$ cat config.mk
export PLATFORM = sky130hd
export DESIGN_NAME = multi_channel_pulse_width_capture_top_flat
export DESIGN_NICKNAME = d
export VERILOG_FILES = /design/src/hdl/mcpwc_pkg.sv /design/src/hdl/mcpwc_if.sv /design/src/hdl/mcpwc_lane.sv /design/src/hdl/mcpwc_merge.sv /design/src/hdl/multi_channel_pulse_width_capture_top.sv /design/src/flat_wrapper.sv
export VERILOG_INCLUDE_DIRS = /design/src /design/src/hdl
export SDC_FILE = /design/constraint.sdc
export NUM_CORES = 1
export LEC_CHECK = 0
export ABC_AREA = 0
export BUFFER_PORTS_ARGS = -buffer_cell sky130_fd_sc_hd__buf_4
export CORE_MARGIN = 2
export CORE_UTILIZATION = 35
export CTS_BUF_LIST = sky130_fd_sc_hd__clkbuf_4 sky130_fd_sc_hd__clkbuf_8 sky130_fd_sc_hd__clkbuf_16
export CTS_CLUSTER_SIZE = 25
export DETAILED_ROUTE_END_ITERATION = 10
export PLACE_DENSITY = 0.58
export SYNTH_ARGS = -nofsm -noshare
export SYNTH_HDL_FRONTEND = slang
export SYNTH_SLANG_ARGS = --single-unit
export TNS_END_PERCENT = 30
$ cat constraint.sdc
create_clock -name i_clk -period 4.6 [get_ports i_clk]
set_input_delay 0 -clock i_clk [delete_from_list [all_inputs] [get_ports i_clk]]
set_output_delay 0 -clock i_clk [all_outputs]
set_load 0.02 [all_outputs]
$ cat src/hdl/multi_channel_pulse_width_capture_top_defines.svh
// ----------------------------------------------------------------------------
// Pulse width capture assertion macros
// Shared concurrent assertion helpers for the capture block.
// ----------------------------------------------------------------------------
`ifndef MULTI_CHANNEL_PULSE_WIDTH_CAPTURE_TOP_DEFINES_SVH
`define MULTI_CHANNEL_PULSE_WIDTH_CAPTURE_TOP_DEFINES_SVH

// same-cycle implication
`define MCPWC_ASSERT_NOW(lbl, clk, rstn, ante, cons) \
    lbl: assert property (@(posedge clk) disable iff (!rstn) (ante) |-> (cons)) \
        else $error("mcpwc assertion failed");

// next-cycle implication
`define MCPWC_ASSERT_NXT(lbl, clk, rstn, ante, cons) \
    lbl: assert property (@(posedge clk) disable iff (!rstn) (ante) |=> (cons)) \
        else $error("mcpwc assertion failed");

`endif

$ cat src/hdl/mcpwc_pkg.sv
// ----------------------------------------------------------------------------
// Pulse width capture package
// Widths, reset values and the lane-to-merge transaction type.
// ----------------------------------------------------------------------------
package mcpwc_pkg;

    localparam int CHANNELS = 8;
    localparam int CH_W     = 3;
    localparam int TS_W     = 16;

    localparam logic [CHANNELS-1:0] MASK_RESET   = 8'hFF;
    localparam logic [TS_W-1:0]     PERIOD_RESET = 16'd4001;

    typedef logic [CHANNELS-1:0] t_chmask;
    typedef logic [TS_W-1:0]     t_stamp;
    typedef logic [CH_W-1:0]     t_chan;

    typedef struct packed {
        t_chmask                     done;
        logic [CHANNELS-1:0][TS_W-1:0] width;
    } t_batch;

endpackage

$ cat src/hdl/mcpwc_if.sv
// ----------------------------------------------------------------------------
// Pulse width capture channel interfaces
// Valid/ready streams for edge events and completed widths.
// ----------------------------------------------------------------------------
interface mcpwc_in_if;
    import mcpwc_pkg::*;

    logic    valid;
    logic    ready;
    t_stamp  timer_count;
    t_chmask edge_flags;

    modport source (output valid, output timer_count, output edge_flags, input ready);
    modport sink   (input valid, input timer_count, input edge_flags, output ready);
endinterface

interface mcpwc_out_if;
    import mcpwc_pkg::*;

    logic   valid;
    logic   ready;
    t_chan  channel;
    t_stamp pulse_width;
    logic   last;

    modport source (output valid, output channel, output pulse_width, output last,
                    input ready);
    modport sink   (input valid, input channel, input pulse_width, input last,
                    output ready);
endinterface

$ cat src/hdl/mcpwc_lane.sv
// ----------------------------------------------------------------------------
// Pulse width capture lane
// Per-channel edge state, rise stamp and width computation.
// ----------------------------------------------------------------------------
module mcpwc_lane (
    input  logic             i_clk,
    input  logic             i_rst_n,
    input  logic             i_accept,
    input  logic             i_hit,
    input  mcpwc_pkg::t_stamp i_now,
    input  mcpwc_pkg::t_stamp i_period,
    output logic             o_done,
    output mcpwc_pkg::t_stamp o_width
);
    import mcpwc_pkg::*;

    logic   r_await;
    logic   r_done;
    t_stamp r_rise;
    t_stamp r_width;
    t_stamp n_width;

    always_comb begin
        if (r_rise > i_now) begin
            n_width = i_period - r_rise + i_now;
        end else begin
            n_width = i_now - r_rise;
        end
    end

    always_ff @(posedge i_clk) begin
        if (!i_rst_n) begin
            r_await <= 1'b0;
            r_done  <= 1'b0;
        end else if (i_accept) begin
            r_done <= i_hit && r_await;
            if (i_hit) begin
                r_await <= ~r_await;
            end
        end
    end

    always_ff @(posedge i_clk) begin
        if (i_accept && i_hit) begin
            if (r_await) begin
                r_width <= n_width;
            end else begin
                r_rise <= i_now;
            end
        end
    end

    assign o_done  = r_done;
    assign o_width = r_width;

endmodule

$ cat src/hdl/mcpwc_merge.sv
// ----------------------------------------------------------------------------
// Pulse width capture merge
// Serializes completed lane widths in channel order, marks the last one.
// ----------------------------------------------------------------------------
module mcpwc_merge (
    input  logic              i_clk,
    input  logic              i_rst_n,
    input  logic              i_batch_valid,
    input  mcpwc_pkg::t_batch i_batch,
    output logic              o_take,
    mcpwc_out_if.source       m_out
);
    import mcpwc_pkg::*;

    t_chmask r_pend;
    t_stamp  r_wid [CHANNELS];
    logic    r_ovalid;
    t_chan   r_ochan;
    t_stamp  r_owidth;
    logic    r_olast;

    t_chan   pick;
    t_chmask pick_bit;
    t_chmask pend_after;
    logic    out_free;
    logic    pop;

    always_comb begin
        pick     = '0;
        pick_bit = '0;
        for (int c = CHANNELS - 1; c >= 0; c--) begin
            if (r_pend[c]) begin
                pick     = t_chan'(c);
                pick_bit = t_chmask'(1) << c;
            end
        end
    end

    assign out_free   = !r_ovalid || m_out.ready;
    assign pop        = out_free && (r_pend != '0);
    assign pend_after = pop ? (r_pend & ~pick_bit) : r_pend;
    assign o_take     = i_batch_valid && (pend_after == '0);

    always_ff @(posedge i_clk) begin
        if (!i_rst_n) begin
            r_pend   <= '0;
            r_ovalid <= 1'b0;
        end else begin
            r_pend <= o_take ? i_batch.done : pend_after;
            if (pop) begin
                r_ovalid <= 1'b1;
            end else if (m_out.ready) begin
                r_ovalid <= 1'b0;
            end
        end
    end

    always_ff @(posedge i_clk) begin
        if (o_take) begin
            for (int c = 0; c < CHANNELS; c++) begin
                r_wid[c] <= i_batch.width[c];
            end
        end
        if (pop) begin
            r_ochan  <= pick;
            r_owidth <= r_wid[pick];
            r_olast  <= (pend_after == '0);
        end
    end

    assign m_out.valid       = r_ovalid;
    assign m_out.channel     = r_ochan;
    assign m_out.pulse_width = r_owidth;
    assign m_out.last        = r_olast;

endmodule

$ cat src/hdl/multi_channel_pulse_width_capture_top.sv
// ----------------------------------------------------------------------------
// Multi-channel pulse width capture
// Eight capture lanes measure high times; a merge stage emits them in order.
//
//   channel   dir   payload                          transaction
//   s_in      in    timer_count, edge_flags          valid & ready
//   m_out     out   channel, pulse_width, last       valid & ready
//   apb       in    channel_mask @0x0, timer_period @0x4   psel & penable & pwrite
//
// An event is accepted on valid & ready; all lanes update in parallel into
// a lane register. The merge stage emits one width per cycle while m_out
// is ready, and the next event is accepted while an event's widths
// drain. Events with no completed pulse emit no width. Reset clears edge
// state at once, no clearing pass.
// ----------------------------------------------------------------------------
`include "multi_channel_pulse_width_capture_top_defines.svh"

module multi_channel_pulse_width_capture_top (
    input  logic        i_clk,
    input  logic        i_rst_n,
    mcpwc_in_if.sink    s_in,
    mcpwc_out_if.source m_out,
    input  logic        psel,
    input  logic        penable,
    input  logic        pwrite,
    input  logic [2:0]  paddr,
    input  logic [31:0] pwdata,
    output logic [31:0] prdata,
    output logic        pready
);
    import mcpwc_pkg::*;

    localparam logic REG_MASK   = 1'b0;
    localparam logic REG_PERIOD = 1'b1;

    t_chmask r_mask;
    t_stamp  r_period;
    logic    r_a_valid;

    logic    accept;
    logic    take;
    logic    cfg_wr;
    t_batch  batch;

    assign pready = 1'b1;
    assign cfg_wr = psel && penable && pwrite && pready;

    always_ff @(posedge i_clk) begin
        if (!i_rst_n) begin
            r_mask   <= MASK_RESET;
            r_period <= PERIOD_RESET;
        end else if (cfg_wr) begin
            case (paddr[2])
                REG_MASK:   r_mask   <= pwdata[CHANNELS-1:0];
                REG_PERIOD: r_period <= pwdata[TS_W-1:0];
                default:    r_mask   <= r_mask;
            endcase
        end
    end

    always_comb begin
        case (paddr[2])
            REG_MASK:   prdata = {{(32-CHANNELS){1'b0}}, r_mask};
            REG_PERIOD: prdata = {{(32-TS_W){1'b0}}, r_period};
            default:    prdata = '0;
        endcase
    end

    assign s_in.ready = !r_a_valid || take;
    assign accept     = s_in.valid && s_in.ready;

    always_ff @(posedge i_clk) begin
        if (!i_rst_n) begin
            r_a_valid <= 1'b0;
        end else if (accept) begin
            r_a_valid <= 1'b1;
        end else if (take) begin
            r_a_valid <= 1'b0;
        end
    end

    for (genvar c = 0; c < CHANNELS; c++) begin : g_lane
        mcpwc_lane u_lane (
            .i_clk    (i_clk),
            .i_rst_n  (i_rst_n),
            .i_accept (accept),
            .i_hit    (s_in.edge_flags[c] && r_mask[c]),
            .i_now    (s_in.timer_count),
            .i_period (r_period),
            .o_done   (batch.done[c]),
            .o_width  (batch.width[c])
        );
    end

    mcpwc_merge u_merge (
        .i_clk         (i_clk),
        .i_rst_n       (i_rst_n),
        .i_batch_valid (r_a_valid),
        .i_batch       (batch),
        .o_take        (take),
        .m_out         (m_out)
    );

    // widths of one event follow each other without a gap, in rising channel order
    `MCPWC_ASSERT_NXT(a_burst_gapless, i_clk, i_rst_n, m_out.valid && m_out.ready && !m_out.last, m_out.valid)
    `MCPWC_ASSERT_NXT(a_burst_order, i_clk, i_rst_n, m_out.valid && m_out.ready && !m_out.last, m_out.channel > $past(m_out.channel))
    // a held lane register that merge does not take blocks the input
    `MCPWC_ASSERT_NOW(a_lane_hold, i_clk, i_rst_n, r_a_valid && !take, !s_in.ready)

endmodule

$ cat src/flat_wrapper.sv
// flat-port wrapper written by rule: the top's interface ports become plain ports
module multi_channel_pulse_width_capture_top_flat import mcpwc_pkg::*;
  (i_clk, i_rst_n, psel, penable, pwrite, paddr, pwdata, prdata, pready, s_in_valid, s_in_timer_count, s_in_edge_flags, s_in_ready, m_out_valid, m_out_channel, m_out_pulse_width, m_out_last, m_out_ready);
  mcpwc_in_if s_in_i ();
  mcpwc_out_if m_out_i ();
  input  logic i_clk;
  input  logic i_rst_n;
  input  logic psel;
  input  logic penable;
  input  logic pwrite;
  input  logic [2:0] paddr;
  input  logic [31:0] pwdata;
  output logic [31:0] prdata;
  output logic pready;
  input wire logic [$bits(s_in_i.valid)-1:0] s_in_valid;
  input wire logic [$bits(s_in_i.timer_count)-1:0] s_in_timer_count;
  input wire logic [$bits(s_in_i.edge_flags)-1:0] s_in_edge_flags;
  output wire logic [$bits(s_in_i.ready)-1:0] s_in_ready;
  output wire logic [$bits(m_out_i.valid)-1:0] m_out_valid;
  output wire logic [$bits(m_out_i.channel)-1:0] m_out_channel;
  output wire logic [$bits(m_out_i.pulse_width)-1:0] m_out_pulse_width;
  output wire logic [$bits(m_out_i.last)-1:0] m_out_last;
  input wire logic [$bits(m_out_i.ready)-1:0] m_out_ready;
  assign s_in_i.valid = s_in_valid;
  assign s_in_i.timer_count = s_in_timer_count;
  assign s_in_i.edge_flags = s_in_edge_flags;
  assign s_in_ready = s_in_i.ready;
  assign m_out_valid = m_out_i.valid;
  assign m_out_channel = m_out_i.channel;
  assign m_out_pulse_width = m_out_i.pulse_width;
  assign m_out_last = m_out_i.last;
  assign m_out_i.ready = m_out_ready;
  multi_channel_pulse_width_capture_top u_core (.i_clk(i_clk), .i_rst_n(i_rst_n), .s_in(s_in_i), .m_out(m_out_i), .psel(psel), .penable(penable), .pwrite(pwrite), .paddr(paddr), .pwdata(pwdata), .prdata(prdata), .pready(pready));
endmodule
# --- Yosys cells after proc, flatten, opt, wreduce, memory -nomap -nowiden ---
# Memory sizes are Yosys's and may differ from the RTL's. A register that Yosys moved wholly into a read port is not among the register bits.
# Cells that the tools add are included.
word_totals:
  reg_bits: 310
  latchBits: 0
  ram_bits: 128
  mem_bits_ro: 0
  in_bits: 66
  output_inout_bits: 55
  word_cells: 179
  n_memories: 1
memory_table:
  columns: ["name", "depth", "width", "rd", "rd_clocked_by_memory_dff", "wr", "line_no", "source"]
  rows:
  - ["u_core.u_merge.r_wid", 8, 16, 1, 1, 8, "mcpwc_merge.sv:16", "t_stamp r_wid [CHANNELS];"]
classes:
  addsub: 24
  multipliers: 0
  n_div: 0
  magnitude_cmp: 8
  n_eq_ne: 0
  shifts: 0
  n_mux: 33
  bitwise_logic: 11
  reduce_logical: 63
ops:
  columns: ["operator", "n"]
  rows:
  - ["subtractor 16 bit", 16]
  - ["adder 16 bit", 8]
  - ["> comparator 16 bit", 8]
  - ["two-way mux 16 bit", 8]
  - ["two-way mux 8 bit", 10]
  - ["one-hot mux 32 bit (2 select lines)", 1]
  - ["AND reduction 2 bit", 26]
  - ["logical AND 1 bit", 29]
  - ["two-way mux 3 bit", 8]
  - ["NOT 1 bit", 9]
  - ["bitwise AND 8 bit", 1]
  - ["logical NOT 8 bit", 1]
  - ["NOT 8 bit", 1]
  - ["nonzero test 8 bit", 1]
  - ["two-way mux 1 bit", 6]
  - ["nonzero test 2 bit", 2]
  - ["logical NOT 1 bit", 2]
  - ["logical OR 1 bit", 2]

# --- Logic depth before layout (Yosys ltp) ---
depth:
  word_depth: 17
  mapped_depth: 15
  ltp_nobuf: 15

# --- Cells and area by module ---
# A second synthesis with hierarchy kept.
hier_totals:
  hier_cells: 3357
  hier_area_um2: 33156.8
modules_own_cells:
  columns: ["mod", "n_inst", "cells_per_inst", "area_per_inst_um2", "seq_area_each_um2"]
  rows:
  - ["mcpwc_lane at u_core.g_lane[4].u_lane ...", 2, 345, 3199.3, 1001.0]
  - ["mcpwc_merge", 1, 455, 6143.4, 4624.4]
  - ["mcpwc_lane at u_core.g_lane[6].u_lane", 1, 341, 3226.8, 1001.0]
  - ["mcpwc_lane at u_core.g_lane[3].u_lane", 1, 336, 3209.3, 1001.0]
  - ["mcpwc_lane at u_core.g_lane[2].u_lane", 1, 346, 3200.6, 1001.0]
  - ["mcpwc_lane at u_core.g_lane[1].u_lane", 1, 345, 3186.8, 1001.0]
  - ["mcpwc_lane at u_core.g_lane[0].u_lane", 1, 342, 3180.6, 1001.0]
  - ["mcpwc_lane at u_core.g_lane[7].u_lane", 1, 348, 3180.6, 1001.0]
  - ["multi_channel_pulse_width_capture_top", 1, 154, 1430.1, 500.5]

# --- Least setup slack after synthesis ---
# OpenSTA, ideal clock, no wires.
synth_path:
  path_kind: "register to register"
  from: "register u_core.u_merge.r_ovalid, in the netlist u_core.u_merge.m_out.valid"
  to: "memory u_core.u_merge.r_wid[0][0] (netlist bit), enable pin"
  setup_time_ns: 0.432
  t_arrival_ns: 3.242
  required_ns: 4.168
  slack_ns: 0.926
  path_stages_with_launch: 9
  path_buffers: 2
  synth_period_minus_slack_ns: 3.674
  cell_sequence: "dfxtp_1 > nor2b_1 > buf_2 > or4_1 > nor3_1 > o221ai_2 > inv_1 > and2_1 > buf_2"
synth_lines:
  columns: ["element", "line_no", "source"]
  rows:
  - ["start: declaration", "mcpwc_merge.sv:17", "logic r_ovalid;"]
  - ["start signal: assignment", "mcpwc_merge.sv:47", "r_ovalid <= 1'b0;"]
  - ["start signal: assignment", "mcpwc_merge.sv:51", "r_ovalid <= 1'b1;"]
  - ["start signal: assignment", "mcpwc_merge.sv:53", "r_ovalid <= 1'b0;"]
  - ["end: declaration", "mcpwc_merge.sv:16", null]

# --- Worst setup path in the final report ---
layout_path:
  from: "register u_core.r_period[2]"
  to: "register u_core.g_lane[0].u_lane.r_width[14], data pin"
layout_via:
  elab_chain_len: 3
layout_rtl:
  columns: ["element", "line_no", "source"]
  rows:
  - ["start: declaration", "multi_channel_pulse_width_capture_top.sv:37", "t_stamp r_period;"]
  - ["start signal: assignment", "multi_channel_pulse_width_capture_top.sv:55", "REG_PERIOD: r_period <= pwdata[TS_W-1:0];"]
  - ["subtractor 16 bit", "mcpwc_lane.sv:25", "n_width = i_period - r_rise + i_now;"]
  - ["adder 16 bit", "mcpwc_lane.sv:25", null]
  - ["two-way mux 16 bit", "mcpwc_lane.sv:24", "if (r_rise > i_now) begin"]
  - ["net u_core.g_lane[0].u_lane.n_width[14]", "mcpwc_lane.sv:21", "t_stamp n_width;"]
  - ["end signal: assignment", "mcpwc_lane.sv:46", "r_width <= n_width;"]
  - ["end: declaration", "mcpwc_lane.sv:20", "t_stamp r_width;"]
# The timed path passes the listed nets, and every way through them passes these cells.
# A chain may end at the register's enable or synchronous reset.

==> impl_metrics.env <==
export IMPL_power_density_mw_per_mm2=347
export IMPL_ys_async_sr_fraction=0
export IMPL_finalSetupViolCount=0
export IMPL_regToRegSetupSlack_ns=0.30
export IMPL_synthMuxAreaShare=0.0426
export IMPL_hold_viol=0
export IMPL_slew_headroom=0.296
export IMPL_ys_seq_area_frac=0.423
export IMPL_synth_area_leaders="edfxtp_1 (39%), ha_1 (10%), fa_1 (8.2%), inv_1 (5.4%), xnor2_1 (3.3%)"
export IMPL_first_iter_violations=1528
export IMPL_clock_path_buffers=3
export IMPL_antenna_found_initial=0
export IMPL_synth_xor_area_share=0.0569
export IMPL_max_freq_mhz=232
export IMPL_clk_latency_ns=0.61
export IMPL_crit_required_ns=4.92
export IMPL_synth_area_leader_cell="edfxtp_1"
export IMPL_ys_ff_latch=454
export IMPL_fp_coreArea_mm2=0.0882
export IMPL_synth_top_family_by_area="adder cells"
export IMPL_crit_type="reg2reg"
export IMPL_grt_pass1_vias=19828
export IMPL_area_delta_synth_final_pct=15.4
export IMPL_diodes=0
export IMPL_slowest_delay_ns=0.57
export IMPL_synth_compound_area_share=0.126
export IMPL_fin_crit_sh=0.935
export IMPL_start_util=0.352
export IMPL_cts_sinks=454
export IMPL_mostFrequentLayoutCell="inv_1"
export IMPL_grt_pass1_wl_um=117000
export IMPL_cp_slowest_cell="dfxtp_1"
export IMPL_synthesis_area_mm2=0.0311
export IMPL_setup_tns_ns=0
export IMPL_wirelength_um=76500
export IMPL_cts_root_buf="clkbuf_16"
export IMPL_place_hpwl_um=58800
export IMPL_arrival_ns=4.63
export IMPL_routed_via_density=4.91
export IMPL_holdCritPathClass="in2reg"
export IMPL_drive_gt1_frac=0.108
export IMPL_wl_per_cell_um=17.8
export IMPL_crit_path_end_kind="register"
export IMPL_cts_buffers_inserted=53
export IMPL_rsz0062_at_grt="no"
export IMPL_die_y_um=302
export IMPL_irDropWorstVdd_uv=260
export IMPL_grt_max_degree=69
export IMPL_dp_cells=4135
export IMPL_h_tree_depth=2
export IMPL_synthFlopType="edfxtp_1"
export IMPL_worst_setup_path_start_kind="register"
export IMPL_maxCapViolations=0
export IMPL_syn_avg_cell_area_um2=10.8
export IMPL_io_pins=121
export IMPL_cp_num_buf_inv=3
export IMPL_dieArea_mm2=0.0912
export IMPL_nets=3540
export IMPL_worst_pin_slew_ns=1.06
export IMPL_synth_cell_type_count=88
export IMPL_ant_nets=0
export IMPL_synth_edff_count=404
export IMPL_cts_tree="built"
export IMPL_die_w_um=302
export IMPL_synthSimpleGateAreaFrac=0.0982
export IMPL_crit_chain="inv_1, buf_4, fa_1, inv_1, ha_1, nor2b_1, o21ai_0, a21boi_0, o21ai_1, a21oi_2, a41oi_1, mux2i_1, a2111oi_1, mux2i_1"
export IMPL_grt_usage=0.167
export IMPL_gp_congestion=0.853
export IMPL_cts_clk_slew_worst_paths_ns=0.06
export IMPL_firstDrtPassIters=5
export IMPL_layoutNonFillerInstCount=4297
export IMPL_num_vias=21110
export IMPL_synthesis_instances=2879
export IMPL_overflow=0
export IMPL_mostFrequentLayoutCells="inv_1 (448), edfxtp_1 (404), ha_1 (256)"
export IMPL_finalMaxSlewViolations=0
export IMPL_leakage_nw=15.1
export IMPL_finalCriticalPeriod_ns=4.30
export IMPL_synth_top_cell_area_share=0.390
export IMPL_status="complete, no violations"
export IMPL_fin_skew_ns=0.0191
export IMPL_port_buffers=85
export IMPL_yosys_warnings=0
export IMPL_worst_path_max_fanout=6
export IMPL_drc=0
export IMPL_rows=109
export IMPL_synthAdderAreaFrac=0.186
export IMPL_path_delay_family="compound AO/OA/AOI/OAI gates"
-- cell families (layout without fill, tap and decap cells) --
family                   Yosys count  in the layout
flip-flops                       454            454
AND/OR/NAND/NOR                  634            634
other                              2             17
multiplexers                      91             91
AO/OA/AOI/OAI                    595            595
XOR/XNOR                         202            202
adder cells (fa/ha/maj)          384            384
buffers and inverters            517            755
-- metrics by stage --
step | hold slack [ns] | util | area (µm²) | worst slack [ns] | power, mW
final | 0.0868 | 0.406 | 35900 | 0.298 | 12.4
after global placement | 0.218 | 0.378 | 33300 | 0.350 | 7.86
after CTS | 0.0412 | 0.406 | 35900 | 0.324 | 12.5
after floorplan | 0.0989 | - | 31100 | 0.926 | 7.17
after global routing | 0.111 | 0.406 | 35900 | 0.0676 | 13.1
after detailed placement | 0.228 | 0.378 | 33300 | 0.358 | 7.89
-- layer usage --
layer | GRT usage | vias up | wire (µm)
met5 | 0 | - | 0
met4 | 0.0420 | 0 | 1550
met3 | 0.0221 | 91 | 3490
met2 | 0.268 | 485 | 34800
met1 | 0.240 | 10036 | 36600
li1 | - | 10498 | -
-- state kept, by name (all words and copies together), names as in the netlist --
name,cells
u_core.u_merge.m_out.pulse_width,16
u_core.g_lane.u_lane.o_width,128
u_core.u_merge.r_pend,8
u_core.r_period,16
u_core.r_a_valid,1
u_core.g_lane.u_lane.r_rise,128
u_core.g_lane.u_lane.o_done,8
u_core.g_lane.u_lane.r_await,8
u_core.u_merge.m_out.channel,3
u_core.u_merge.m_out.last,1
u_core.u_merge.r_wid,128
u_core.u_merge.m_out.valid,1
u_core.r_mask,8
-- what timing repair did --
action | CTS | global route
hold buffers | 65 | 0
resized for setup | 0 | 3
hold endpoints to repair | 178 | 0
setup buffers | 0 | 0
setup endpoints to repair | 0 | 3
-- final timing paths --
check / from / cells after the start / end
hold reg to reg: u_core.g_lane[3].u_lane.o_width[9]$_DFFE_PP_ / 0 / u_core.u_merge.r_wid[3][9]$_DFFE_PP_
setup reg to reg: u_core.r_period[2]$_SDFFE_PN0P_ / 14 / u_core.g_lane[0].u_lane.o_width[14]$_DFFE_PP_
hold / removal: paddr[2] / 5 / u_core.r_period[6]$_SDFFE_PN0P_
setup / recovery: u_core.r_period[2]$_SDFFE_PN0P_ / 14 / u_core.g_lane[0].u_lane.o_width[14]$_DFFE_PP_
-- worst register-to-register path: cells and delay by family, from the launching register on --
kind | cells | cell delay, ns
compound gates | 6 | 1.63
fa+ha+maj | 2 | 0.81
buf+inv | 3 | 0.60
flops | 1 | 0.57
mux | 2 | 0.27
simple gates | 1 | 0.15
-- Yosys cell counts, types with 12 or more instances --
| cell | n |
|---|---|
| inv_1 | 448 |
| edfxtp_1 | 404 |
| ha_1 | 256 |
| nand2_1 | 204 |
| a21oi_1 | 162 |
| nor2_1 | 136 |
| fa_1 | 128 |
| o21ai_0 | 121 |
| xnor2_1 | 116 |
| xor2_1 | 86 |
| nor3_1 | 54 |
| o21a_1 | 52 |
| a21o_1 | 51 |
| dfxtp_1 | 50 |
| mux2i_1 | 49 |
| nand3_1 | 48 |
| nor2b_1 | 48 |
| nand2b_1 | 44 |
| mux4_2 | 32 |
| a31oi_1 | 29 |
| buf_4 | 23 |
| a21boi_0 | 22 |
| clkbuf_1 | 22 |
| or3_1 | 19 |
| a211oi_1 | 18 |
| o211ai_1 | 18 |
| or2_2 | 17 |
| buf_2 | 14 |
| and2_1 | 13 |
| and3_1 | 12 |
| o31ai_1 | 12 |
-- final cells by class --
type / instances / area [µm²]
Clock buffer: 63 / 1440
Clock inverter: 34 / 429
Fill cell: 8453 / 52400
Inverter: 451 / 1690
Multi-Input combinational cell: 1923 / 15900
Sequential cell: 454 / 13100
Tap cell: 1165 / 1460
Timing Repair Buffer: 207 / 1750
-- power by group --
group          internal (mW)  switching, mW
clock                   2.79           1.77
sequential              4.75         0.0741
combinational           1.30           1.76
Note: power is estimated with default switching activity, not from simulation.
